### src/cpct_pkg.sv
// ---------------------------------------------------------------------------
// cpct_pkg: shared types and constants
// Field widths, item kinds, register indexes and the structs that travel
// along the row of table cells.
// ---------------------------------------------------------------------------
package cpct_pkg;

  localparam int unsigned HANDLE_W = 12;
  localparam int unsigned COUNT_W  = 8;
  localparam int unsigned REPORT_W = 16;
  localparam int unsigned MODE_W   = 2;
  localparam int unsigned CFG_AW   = 2;
  localparam int unsigned CFG_DW   = 8;
  localparam int unsigned IN_DW    = 32;
  localparam int unsigned OUT_DW   = 16;

  // Item kinds carried on in_tuser.
  localparam logic [MODE_W-1:0] MODE_SEND   = 2'd0;
  localparam logic [MODE_W-1:0] MODE_REPORT = 2'd1;
  localparam logic [MODE_W-1:0] MODE_CLEAR  = 2'd2;

  // Configuration register indexes.
  localparam logic [CFG_AW-1:0] REG_MAX_PACKETS = 2'd0;
  localparam logic [CFG_AW-1:0] REG_TX_ENABLED  = 2'd1;

  localparam logic [COUNT_W-1:0] MAX_PACKETS_RST = 8'd8;

  typedef enum logic [1:0] {
    ST_IDLE,
    ST_SCAN,
    ST_DONE
  } cpct_state_t;

  // Lookup token that walks the row of cells, one cell per cycle.
  typedef struct packed {
    logic                valid;
    logic [HANDLE_W-1:0] handle;
    logic                hit;
    logic                free_seen;
    logic [COUNT_W-1:0]  count;
  } cpct_tok_t;

  // Entry update broadcast to the cells when an item commits.
  typedef struct packed {
    logic                en;
    logic                valid;
    logic [HANDLE_W-1:0] handle;
    logic [COUNT_W-1:0]  count;
  } cpct_wr_t;

  function automatic logic [COUNT_W-1:0] free_slots(input logic [COUNT_W-1:0] limit,
                                                    input logic [COUNT_W-1:0] total);
    free_slots = (limit > total) ? COUNT_W'(limit - total) : '0;
  endfunction

endpackage

### src/cpct_cell.sv
// ---------------------------------------------------------------------------
// cpct_cell: one table entry of the credit tracker
// Holds a handle and its pending count, updates the passing lookup token
// and hands it to the next cell.
// ---------------------------------------------------------------------------
module cpct_cell #(
  parameter int unsigned IDX_W = 4,
  parameter int unsigned IDX   = 0
) (
  input  logic                clk,
  input  logic                rst_n,
  input  cpct_pkg::cpct_tok_t tok_i,
  input  logic [IDX_W-1:0]    hit_idx_i,
  input  logic [IDX_W-1:0]    free_idx_i,
  output cpct_pkg::cpct_tok_t tok_o,
  output logic [IDX_W-1:0]    hit_idx_o,
  output logic [IDX_W-1:0]    free_idx_o,
  input  cpct_pkg::cpct_wr_t  wr_i,
  input  logic [IDX_W-1:0]    wr_idx_i
);

  localparam logic [IDX_W-1:0] MY_IDX = IDX_W'(IDX);

  logic                          valid_r;
  logic [cpct_pkg::HANDLE_W-1:0] handle_r;
  logic [cpct_pkg::COUNT_W-1:0]  count_r;
  cpct_pkg::cpct_tok_t           tok_r, tok_nxt;
  logic [IDX_W-1:0]              hit_idx_r, hit_idx_nxt;
  logic [IDX_W-1:0]              free_idx_r, free_idx_nxt;
  logic                          match;

  assign match = valid_r && (handle_r == tok_i.handle);

  always_comb begin
    tok_nxt      = tok_i;
    hit_idx_nxt  = hit_idx_i;
    free_idx_nxt = free_idx_i;
    if (match) begin
      tok_nxt.hit   = 1'b1;
      tok_nxt.count = count_r;
      hit_idx_nxt   = MY_IDX;
    end
    // The lowest free entry is the first one the token meets.
    if (!valid_r && !tok_i.free_seen) begin
      tok_nxt.free_seen = 1'b1;
      free_idx_nxt      = MY_IDX;
    end
  end

  always_ff @(posedge clk) begin
    if (!rst_n) begin
      valid_r <= 1'b0;
      tok_r   <= '0;
    end else begin
      tok_r <= tok_nxt;
      if (wr_i.en && (wr_idx_i == MY_IDX)) begin
        valid_r <= wr_i.valid;
      end
    end
  end

  always_ff @(posedge clk) begin
    hit_idx_r  <= hit_idx_nxt;
    free_idx_r <= free_idx_nxt;
    if (wr_i.en && (wr_idx_i == MY_IDX)) begin
      handle_r <= wr_i.handle;
      count_r  <= wr_i.count;
    end
  end

  assign tok_o      = tok_r;
  assign hit_idx_o  = hit_idx_r;
  assign free_idx_o = free_idx_r;

endmodule

### src/completed_packet_credit_tracker_core.sv
// ---------------------------------------------------------------------------
// completed_packet_credit_tracker_core: packet-based transmit flow control
// Tracks packets sent but not yet reported complete, per connection handle,
// against a limit of controller buffer slots.
// ---------------------------------------------------------------------------
// A request is accepted and its lookup token walks the row of table cells,
// one cell per cycle, starting at the edge of acceptance, to find the
// handle's entry and the lowest free entry. What it found is latched at the
// end of the row, then the DONE state commits the update and loads the
// result register, which drives the output. The next request is accepted at
// the earliest in the cycle after the previous one has been committed to the
// table, since in_tready is high only in IDLE.
// A result that is not taken holds back the commit
// of the following request. A request carries its kind on in_tuser (0 send,
// 1 completed-packets report, 2 clear handle) and gets exactly one result. The
// result register decouples the two sides, so a new request is taken while a
// result still waits on the output. Configuration is written through cfg_we,
// cfg_addr and cfg_wdata and must only be changed while no request is in flight.
// ---------------------------------------------------------------------------
module completed_packet_credit_tracker_core #(
  parameter int unsigned TABLE_ENTRIES = 16
) (
  input  logic                                clk,
  input  logic                                rst_n,
  // Request channel.
  input  logic                                in_tvalid,
  output logic                                in_tready,
  // [11:0] handle, [27:12] report_count, [31:28] zero
  input  logic [cpct_pkg::IN_DW-1:0]          in_tdata,
  // [1:0] mode
  input  logic [cpct_pkg::MODE_W-1:0]         in_tuser,
  // Result channel.
  output logic                                out_tvalid,
  input  logic                                out_tready,
  // [0] granted, [8:1] free_slots, [9] clamped, [10] unknown_handle,
  // [11] table_full, [15:12] zero
  output logic [cpct_pkg::OUT_DW-1:0]         out_tdata,
  // Configuration write port.
  input  logic                                cfg_we,
  input  logic [cpct_pkg::CFG_AW-1:0]         cfg_addr,
  input  logic [cpct_pkg::CFG_DW-1:0]         cfg_wdata
);

  localparam int unsigned IDX_W = (TABLE_ENTRIES > 1) ? $clog2(TABLE_ENTRIES) : 1;
  localparam int unsigned CW    = cpct_pkg::COUNT_W;

  // Configuration registers.
  logic [CW-1:0] max_packets_r;
  logic          tx_enabled_r;

  always_ff @(posedge clk) begin
    if (!rst_n) begin
      max_packets_r <= cpct_pkg::MAX_PACKETS_RST;
      tx_enabled_r  <= 1'b0;
    end else if (cfg_we) begin
      case (cfg_addr)
        cpct_pkg::REG_MAX_PACKETS: max_packets_r <= cfg_wdata[CW-1:0];
        cpct_pkg::REG_TX_ENABLED:  tx_enabled_r  <= cfg_wdata[0];
        default: ;
      endcase
    end
  end

  // Control state.
  cpct_pkg::cpct_state_t state_r, state_nxt;
  logic [CW-1:0]         total_r, total_nxt;
  logic                  out_valid_r;
  logic [cpct_pkg::OUT_DW-1:0] out_data_r, out_data_nxt;

  // Request held while the lookup runs.
  logic [cpct_pkg::MODE_W-1:0]   mode_r;
  logic [cpct_pkg::REPORT_W-1:0] report_r;

  // What the token found at the end of the row.
  cpct_pkg::cpct_tok_t res_r;
  logic [IDX_W-1:0]    res_hit_idx_r, res_free_idx_r;

  logic in_accept, commit, inject, last_seen;

  // Chain of cells.
  cpct_pkg::cpct_tok_t tok   [0:TABLE_ENTRIES];
  logic [IDX_W-1:0]    hidx  [0:TABLE_ENTRIES];
  logic [IDX_W-1:0]    fidx  [0:TABLE_ENTRIES];
  cpct_pkg::cpct_wr_t  wr;
  logic [IDX_W-1:0]    wr_idx;

  assign tok[0].valid     = inject;
  assign tok[0].handle    = in_tdata[cpct_pkg::HANDLE_W-1:0];
  assign tok[0].hit       = 1'b0;
  assign tok[0].free_seen = 1'b0;
  assign tok[0].count     = '0;
  assign hidx[0]          = '0;
  assign fidx[0]          = '0;

  for (genvar g = 0; g < TABLE_ENTRIES; g++) begin : g_cell
    cpct_cell #(
      .IDX_W (IDX_W),
      .IDX   (g)
    ) u_cell (
      .clk        (clk),
      .rst_n      (rst_n),
      .tok_i      (tok[g]),
      .hit_idx_i  (hidx[g]),
      .free_idx_i (fidx[g]),
      .tok_o      (tok[g+1]),
      .hit_idx_o  (hidx[g+1]),
      .free_idx_o (fidx[g+1]),
      .wr_i       (wr),
      .wr_idx_i   (wr_idx)
    );
  end

  assign last_seen = tok[TABLE_ENTRIES].valid;

  // Next state.
  always_comb begin
    state_nxt = state_r;
    case (state_r)
      cpct_pkg::ST_IDLE: if (in_tvalid) state_nxt = cpct_pkg::ST_SCAN;
      cpct_pkg::ST_SCAN: if (last_seen) state_nxt = cpct_pkg::ST_DONE;
      cpct_pkg::ST_DONE: if (!out_valid_r || out_tready) state_nxt = cpct_pkg::ST_IDLE;
      default:           state_nxt = cpct_pkg::ST_IDLE;
    endcase
  end

  // State outputs.
  always_comb begin
    in_tready = 1'b0;
    commit    = 1'b0;
    case (state_r)
      cpct_pkg::ST_IDLE: in_tready = 1'b1;
      cpct_pkg::ST_DONE: commit    = !out_valid_r || out_tready;
      default: ;
    endcase
  end

  assign in_accept = in_tvalid && in_tready;
  assign inject    = in_accept;

  // Decision and table update, evaluated when the request commits.
  logic [CW-1:0] free_now, amount, new_count;
  logic          granted, clamped, unknown, full;

  always_comb begin
    free_now  = cpct_pkg::free_slots(max_packets_r, total_r);
    granted   = 1'b0;
    clamped   = 1'b0;
    unknown   = 1'b0;
    full      = 1'b0;
    amount    = '0;
    new_count = '0;
    total_nxt = total_r;
    wr.en     = 1'b0;
    wr.valid  = 1'b0;
    wr.handle = res_r.handle;
    wr.count  = '0;
    wr_idx    = res_hit_idx_r;
    case (mode_r)
      cpct_pkg::MODE_SEND: begin
        if (tx_enabled_r && (free_now != '0)) begin
          if (res_r.hit) begin
            wr.en    = 1'b1;
            wr.valid = 1'b1;
            wr.count = CW'(res_r.count + 1'b1);
            granted  = 1'b1;
          end else if (res_r.free_seen) begin
            wr.en    = 1'b1;
            wr.valid = 1'b1;
            wr.count = CW'(1);
            wr_idx   = res_free_idx_r;
            granted  = 1'b1;
          end else begin
            full = 1'b1;
          end
          if (granted) begin
            total_nxt = CW'(total_r + 1'b1);
          end
        end
      end
      cpct_pkg::MODE_REPORT: begin
        if (!res_r.hit) begin
          unknown = 1'b1;
        end else begin
          if (report_r > cpct_pkg::REPORT_W'(res_r.count)) begin
            clamped = 1'b1;
            amount  = res_r.count;
          end else begin
            amount  = report_r[CW-1:0];
          end
          new_count = CW'(res_r.count - amount);
          wr.en     = 1'b1;
          wr.valid  = (new_count != '0);
          wr.count  = new_count;
          total_nxt = (total_r > amount) ? CW'(total_r - amount) : '0;
        end
      end
      cpct_pkg::MODE_CLEAR: begin
        if (!res_r.hit) begin
          unknown = 1'b1;
        end else begin
          wr.en     = 1'b1;
          wr.valid  = 1'b0;
          total_nxt = (total_r > res_r.count) ? CW'(total_r - res_r.count) : '0;
        end
      end
      default: ;
    endcase
    if (!commit) begin
      wr.en     = 1'b0;
      total_nxt = total_r;
    end
    out_data_nxt = {4'b0000, full, unknown, clamped,
                    cpct_pkg::free_slots(max_packets_r, total_nxt), granted};
  end

  always_ff @(posedge clk) begin
    if (!rst_n) begin
      state_r     <= cpct_pkg::ST_IDLE;
      total_r     <= '0;
      out_valid_r <= 1'b0;
    end else begin
      state_r <= state_nxt;
      total_r <= total_nxt;
      if (commit) begin
        out_valid_r <= 1'b1;
      end else if (out_tready) begin
        out_valid_r <= 1'b0;
      end
    end
  end

  always_ff @(posedge clk) begin
    if (in_accept) begin
      mode_r   <= in_tuser;
      report_r <= in_tdata[cpct_pkg::HANDLE_W +: cpct_pkg::REPORT_W];
    end
    if (last_seen) begin
      res_r          <= tok[TABLE_ENTRIES];
      res_hit_idx_r  <= hidx[TABLE_ENTRIES];
      res_free_idx_r <= fidx[TABLE_ENTRIES];
    end
    if (commit) begin
      out_data_r <= out_data_nxt;
    end
  end

  assign out_tvalid = out_valid_r;
  assign out_tdata  = out_data_r;

endmodule

### config.mk
export PLATFORM = sky130hd
export DESIGN_NAME = completed_packet_credit_tracker_core
export DESIGN_NICKNAME = d
export VERILOG_FILES = /design/src/cpct_pkg.sv /design/src/cpct_cell.sv /design/src/completed_packet_credit_tracker_core.sv
export SDC_FILE = /design/constraint.sdc
export NUM_CORES = 1
export LEC_CHECK = 0
export ABC_AREA = 1
export BUFFER_PORTS_ARGS = -buffer_cell sky130_fd_sc_hd__buf_4
export CORE_UTILIZATION = 56
export CTS_CLUSTER_SIZE = 20
export DETAILED_ROUTE_END_ITERATION = 7
export GPL_ROUTABILITY_DRIVEN = 0
export PLACE_DENSITY = 0.75
export SLEW_MARGIN = 20
export SYNTH_ARGS = -nofsm -noshare
export SYNTH_HDL_FRONTEND = slang
export SYNTH_HIERARCHICAL = 1
export SYNTH_SLANG_ARGS = --single-unit
### constraint.sdc
create_clock -name clk -period 5.75 [get_ports clk]
set_input_delay 0.2875 -clock clk [delete_from_list [all_inputs] [get_ports clk]]
set_output_delay 0.2875 -clock clk [all_outputs]
set_load 0.05 [all_outputs]
==> results of run 1 <==
==> metal layers <==
metal	share of wire	wire length (um)	track usage
met1	0.42	31100	0.275
met2	0.51	38100	0.413
met3	0.043	3240	0.0316
met4	0.031	2310	0.0840
met5	0	0	0
==> logic make-up after synthesis <==
logic type / Yosys count / share of synthesized area
and+or+nand+nor: 1746 / 0.204
DFF: 912 / 0.608
other: 1 / 0.000103
adders and majority gates: 56 / 0.0199
xor gates and xnor gates: 57 / 0.0138
muxes: 4 / 0.00165
buffers and inverters: 949 / 0.105
AOI/OAI and AO/OA: 321 / 0.0478
==> cells in the mapped netlist (8+ instances only) <==
cell / count
ha_1: 53
nand4_1: 13
clkbuf_1: 40
or2_2: 38
edfxtp_1: 380
nor2_1: 449
nor2_2: 8
o21ai_0: 75
xnor2_1: 37
nor3_1: 18
a21oi_1: 202
a21oi_2: 15
xor2_1: 20
dfxtp_1: 532
buf_6: 30
nor4_1: 8
nor2_4: 33
nand2_2: 11
nand2_1: 948
nand3_1: 184
inv_1: 867
or2_1: 16
==> worst min path at each step <==
stage | from | slack (ns) | end | cells after the start
2_1_floorplan | in_tdata[0] | 0.38 | g_cell[0].u_cell/tok_o[10]$_SDFF_PN0_ | 2
3_3_place_gp | g_cell[15].u_cell/tok_o[15]$_SDFF_PN0_ | 0.39 | res_r[15]$_DFFE_PP_ | 0
3_5_place_dp | g_cell[15].u_cell/tok_o[0]$_SDFF_PN0_ | 0.39 | res_r[0]$_DFFE_PP_ | 0
4_1_cts | cfg_addr[0] | 0.01 | max_packets_r[3]$_SDFFE_PN1P_ | 4
5_1_grt | rst_n | 0.07 | g_cell[14].u_cell/tok_o[22]$_SDFF_PN0_ | 3
6_report | cfg_addr[0] | 0.04 | max_packets_r[3]$_SDFFE_PN1P_ | 4
==> worst register-to-register path: cells and delay by family, from the launching register on <==
family / cells / cell delay (ns)
buf+inv: 5 / 0.57
flops: 1 / 0.41
simple gates: 15 / 1.61
fa+ha+maj: 4 / 1.23
compound gates: 8 / 1.33
==> flip-flops by register name, indices dropped and copies added, names as in the netlist, 8 cells and up <==
register,count
max_packets_r,8
res_r,22
g_cell.u_cell/valid_r,16
g_cell.u_cell/count_r,128
g_cell.u_cell/tok_o,368
total_r,8
g_cell.u_cell/free_idx_o,64
g_cell.u_cell/hit_idx_o,64
report_r,16
g_cell.u_cell/handle_r,192
out_tdata,12
==> final cells by class <==
cell class / count / area (um2) / share of cell area
Tap cell: 846 / 1060 / 0.0258
Timing Repair Buffer: 127 / 1080 / 0.0262
Clock inverter: 31 / 298 / 0.00724
Multi-Input combinational cell: 2207 / 10600 / 0.258
Sequential cell: 912 / 22100 / 0.537
Clock buffer: 135 / 2740 / 0.0667
Inverter: 869 / 3270 / 0.0795
==> stage by stage <==
stage	hold WS, ns	setup slack, ns	cells
6_report	0.0426	0.461	5127
3_5_place_dp	0.389	0.158	4914
4_1_cts	0.0137	0.146	5123
2_1_floorplan	0.381	0.408	4068
5_1_grt	0.0702	-0.0270	5127
3_3_place_gp	0.386	0.409	4914
==> repair_timing <==
item                                    4_1_cts  5_1_grt
hold buffers                                 43        0
resized for setup                             0       17
hold endpoints to repair                     42        0
setup buffers                                 0        4
endpoints found under the setup margin        0        8
==> layout by cell type (no fill, tap or decap), drive strengths merged, types with 6 or more instances in the layout <==
| master | n |
|---|---|
| a21oi | 217 |
| buf | 83 |
| clkbuf | 136 |
| clkinv | 20 |
| conb | 23 |
| dfxtp | 532 |
| dlygate4sd3 | 43 |
| edfxtp | 380 |
| ha | 53 |
| inv | 872 |
| nand2 | 962 |
| nand3 | 191 |
| nand4 | 13 |
| nor2 | 490 |
| nor3 | 18 |
| nor4 | 8 |
| o211ai | 6 |
| o21ai | 80 |
| or2 | 54 |
| xnor2 | 37 |
| xor2 | 20 |
==> power by group <==
| group | total (mW) | internal [mW] | leakage (nW) | switching [mW] |
|---|---|---|---|---|
| Clock | 5.93 | 3.53 | 1.49 | 2.41 |
| Sequential | 6.82 | 6.78 | 7.05 | 0.0379 |
| Combinational | 0.325 | 0.130 | 10.8 | 0.195 |
| Total | 13.1 | 10.4 | 19.4 | 2.64 |
==> metrics.cfg, run 1 <==
[cts]
cts_tree=done
cts_max_level=3
clk_pin_slew_ns=0.06
cts_buffers=90
cts_root_buffer=clkbuf_16
cts_buffer_depth=3
clkSinkCount=912
clkLatencyLatePin_ns=0.63

[finish]
fin_util=0.647
nNetsFinal=4312
fillers=5022
area_growth_pct=13.3
fin_area_mm2=0.0411
drive_above_1_share=0.0846
antenna-diode-count=0

[timing]
maxSlewHeadroom=0.236
setup_viol=0
fmax_mhz=189
period_needed_ns=5.29
drv_slew=0
setup-tns-final_ns=0
worstMarginPinSlew_ns=1.15
final_hold_viol_count=0
fin_skew_ns=0.0227
fin_crit_sh=0.920

[detailed_routing]
viasPerCell=4.85
route.detailed.drc=0
avgRoutedWirePerCell_um=14.6
vias=24900
first_pass_iters=5
drtIter0Drc=1551
wl_mm=74.8
drtAntennaViolNets=0

[die]
die_area_mm2=0.0658
design.core.area_mm2=0.0635
ios=67
die_w_um=257
rows=92
fp.dieH_um=257
initial_core_util=0.571

[grt]
grt_max_degree=202
grt_pass1_wl_mm=120
grt_util_all_layers=0.228
overflow=0
grt_pass1_vias=24000
antenna_found_initial=0

[synth]
yosys_most_used_dff=dfxtp_1
synth_seq_cells=912
synth_edf_count=380
synth_area_leaders=edfxtp_1, dfxtp_1, nand2_1
synth_seq_area_share=0.608
synth_top_area_frac=0.314
ys_warn_count=6
post_synth_num_cell_types=51
syn_area_mm2=0.0363
async_flop_share=0
avgSynthCellArea_um2=8.97
yosysTopAreaCell=edfxtp_1
synth_cells=4046

[critical_path]
critPathRequiredTime_ns=6.21
critPathKind=flop to flop
reg2reg_to=out_tdata[7]$_SDFFCE_PP0P_
crit_fanout=10
reg2reg_depth=32
critPathCaptureType=flop
critPathBufInv=5
cp-startpoint=res_r[5]$_DFFE_PP_
r2r_start=res_r[5]$_DFFE_PP_
crit_path_end=out_tdata[7]$_SDFFCE_PP0P_
crit_family=simple AND/OR/NAND/NOR gates
slowest_stage=edfxtp_1
slowest_delay_ns=0.41
worstPathArrival_ns=5.74
startpoint_type=flop
r2r_slack_ns=0.46
path_depth=32

[power_and_ir_drop]
powerDensity_mw_per_mm2=318
total_power_mw=13.1
ir_worst_vdd_mv=0.285
p_leak_nw=19.4

[place]
place_area_mm2=0.0376
port_buffers=58
hpwl_mm=49.0

[worst_hold_path]
hp-class=input pin to flop

[job]
max_cap_viol_count=0

[outcome]
status=completed

No activity file was read; power rests on OpenSTA's default activity.
==> run 2, diff against run 1 <==
--- a/config.mk
+++ b/config.mk
@@ -8,9 +8,8 @@
 export ABC_AREA = 1
 export BUFFER_PORTS_ARGS = -buffer_cell sky130_fd_sc_hd__buf_4
-export CORE_UTILIZATION = 56
+export CORE_UTILIZATION = 40
 export CTS_CLUSTER_SIZE = 20
 export DETAILED_ROUTE_END_ITERATION = 7
 export GPL_ROUTABILITY_DRIVEN = 0
-export PLACE_DENSITY = 0.75
 export SLEW_MARGIN = 20
 export SYNTH_ARGS = -nofsm -noshare
==> constraint.sdc (replaced) <==
create_clock -name clk -period 5.75 [get_ports clk]
set_input_delay 0.2875 -clock clk [delete_from_list [all_inputs] [get_ports clk]]
set_output_delay 0.2875 -clock clk [all_outputs]
set_load 0.01 [all_outputs]
==> run 2 against run 1 <==
Setup slack improved by 0.011 ns; maximum frequency increased by 0.21%; clock power is 2% lower; hold slack worse by 0.0029 ns; clock-buffer cell count rose by 12; sequential share of layout area fell by 0.51 points; wire length is 2.5% lower; sequential cell count unchanged; non-clock buffer count rose by 3; design area increased by 0.97%; die area increased by 40%; largest power group unchanged; highest routed layer unchanged.
==> metrics.cfg, run 2 (synthesis gave the netlist of run 1 again) <==
[critical_path]
reg2reg_depth=38  ; +19%
crit_family=simple AND/OR/NAND/NOR gates
r2r_start=res_r[7]$_DFFE_PP_
reg2reg_to=out_tdata[8]$_SDFFCE_PP0P_
slowest_stage=edfxtp_1
r2r_slack_ns=0.47  ; about the same
crit_fanout=7  ; -3
critPathRequiredTime_ns=6.11  ; -0.10 ns
critPathKind=flop to flop
slowest_delay_ns=0.41  ; about the same
worstPathArrival_ns=5.64  ; -0.10 ns
critPathCaptureType=flop
critPathBufInv=8  ; +3
startpoint_type=flop

[die]
die_area_mm2=0.0919  ; +40%
fp.dieH_um=303  ; +18%
initial_core_util=0.404  ; -0.167
ios=67  ; unchanged
design.core.area_mm2=0.0899  ; +41%
die_w_um=303  ; +18%
rows=110  ; +20%

[cts]
clkLatencyLatePin_ns=0.67  ; +0.04 ns
clk_pin_slew_ns=0.06  ; about the same
cts_buffer_depth=3  ; unchanged
clkSinkCount=912  ; unchanged
cts_root_buffer=clkbuf_16
cts_max_level=3  ; unchanged
cts_buffers=93  ; +3.3%
cts_tree=done

[power_and_ir_drop]
ir_worst_vdd_mv=0.213  ; -25%
powerDensity_mw_per_mm2=313  ; -1.7%
total_power_mw=13.0  ; -0.79%
p_leak_nw=19.4  ; about the same

[detailed_routing]
viasPerCell=4.47  ; -7.9%
wl_met1_mm=31.5  ; +1.3%
vias=24400  ; -1.8%
routed-wl-met3_mm=2.76  ; -15%
first_pass_iters=5  ; unchanged
avgRoutedWirePerCell_um=13.3  ; -8.5%
dr_wl_met2_mm=37.1  ; -2.6%
wl_mm=72.9  ; -2.5%
route.detailed.drc=0  ; unchanged
highest_layer=met4
drtAntennaViolNets=0  ; unchanged
drtIter0Drc=1291  ; -17%

[finish]
antenna-diode-count=0  ; unchanged
nNetsFinal=4318  ; +0.14%
area_growth_pct=14.4
layout_common_cells=nand2_1, inv_1, dfxtp_1
instances_no_fill=5468  ; +6.7%
final_common_cell=nand2_1
largest_reg_flops=368  ; unchanged
fillers=8422  ; +68%
drive_above_1_share=0.0843  ; -0.000217

[grt]
overflow=0  ; unchanged
grt_pass1_vias=22900  ; -4.5%
antenna_found_initial=0  ; unchanged
grt_max_degree=119  ; -41%
grt_pass1_wl_mm=117  ; -2.2%
grt_util_all_layers=0.159  ; -0.0688

[place]
hpwl_mm=49.9  ; +2.0%
port_buffers=58  ; unchanged
place_ws_ns=0.208  ; +0.0505 ns
placed_cells=5249  ; +6.8%

[worst_hold_path]
hp-start=cfg_addr[0]
hold_path_end=max_packets_r[3]$_SDFFE_PN1P_
hp-class=input pin to flop
hold_depth=4  ; unchanged

[timing]
fin_skew_ns=0.0527  ; +0.0299 ns
fin_crit_sh=0.918  ; -0.00197
worstMarginPinSlew_ns=0.989  ; -0.156 ns
setup_viol=0  ; unchanged
period_needed_ns=5.28  ; -0.0113 ns
drv_slew=0  ; unchanged
final_hold_viol_count=0  ; unchanged
maxSlewHeadroom=0.340  ; +0.104
fmax_mhz=189  ; +0.21%
setup_ws_ns=0.472  ; +0.0113 ns
setup-tns-final_ns=0  ; unchanged

[job]
max_cap_viol_count=0  ; unchanged

[outcome]
status=completed

run 2: cell types whose count changed in the layout (fill, tap and decap cells not counted), moves of 2 or more:
cell / previous run / this run
clkbuf_1: 23 / 39
clkinv_1: 7 / 4
buf_4: 81 / 86
inv_6: 4 / 2
bufinv_16: 5 / 2
clkbuf_16: 99 / 96
dlygate4sd3_1: 43 / 41
clkinv_16: 0 / 4
run 2: per-stage QoR:
step                cell area [um2]  hold slack (ns)   util
finish                        41500           0.0397  0.462
global placement              38000            0.386  0.423
floorplan                     36400            0.381      -
detailed placement            38000            0.389  0.423
CTS                           41400          0.00380  0.461
global route                  41500           0.0365  0.462
run 2: area by class of cell:
type | count | area [um2] | area share
multi-input combinational | 2207 | 10600 | 0.255
tap | 1176 | 1470 | 0.0355
clock inverter | 27 | 309 | 0.00745
inverter | 869 | 3270 | 0.0787
sequential | 912 | 22100 | 0.532
timing repair buffer | 130 | 1100 | 0.0264
clock buffer | 147 | 2710 | 0.0654
run 2: power breakdown:
part | total (mW) | switching (mW) | leakage, nW | internal [mW]
clock network | 5.84 | 2.48 | 1.47 | 3.36
logic | 0.315 | 0.186 | 10.8 | 0.130
registers | 6.82 | 0.0350 | 7.05 | 6.78
total | 13.0 | 2.70 | 19.4 | 10.3
run 2: worst max path at each step:
stage	from	end	slack [ns]	depth (start not counted)
after floorplan	total_r[1]$_SDFF_PN0_	g_cell[3].u_cell/count_r[0]$_DFFE_PP_	0.41	16
after global placement	res_r[2]$_DFFE_PP_	out_tdata[7]$_SDFFCE_PP0P_	0.30	31
after detailed placement	res_r[2]$_DFFE_PP_	out_tdata[6]$_SDFFCE_PP0P_	0.21	31
after CTS	res_r[2]$_DFFE_PP_	out_tdata[7]$_SDFFCE_PP0P_	0.20	31
after global routing	res_r[5]$_DFFE_PP_	out_tdata[7]$_SDFFCE_PP0P_	-0.02	32
final	res_r[7]$_DFFE_PP_	out_tdata[8]$_SDFFCE_PP0P_	0.47	38
run 2: tightest hold or removal path, cell delays in order:
cell and delay (ns):
buf_4 0.08, nor2_1 0.09, nand2_1 0.08, nand3_1 0.07
run 2: metal layers:
layer  GRT usage  vias to the layer above
li1            -                    12700
met1       0.190                    11300
met2       0.292                      372
met3      0.0260                      105
met4      0.0457                        0
met5           0                        -
run 2: repair_timing:
item / CTS / global route
hold buffers: 41 / 0
setup buffers: 0 / 4
hold endpoints to repair: 42 / 0
setup endpoints to repair: 0 / 8
resized for setup: 0 / 16
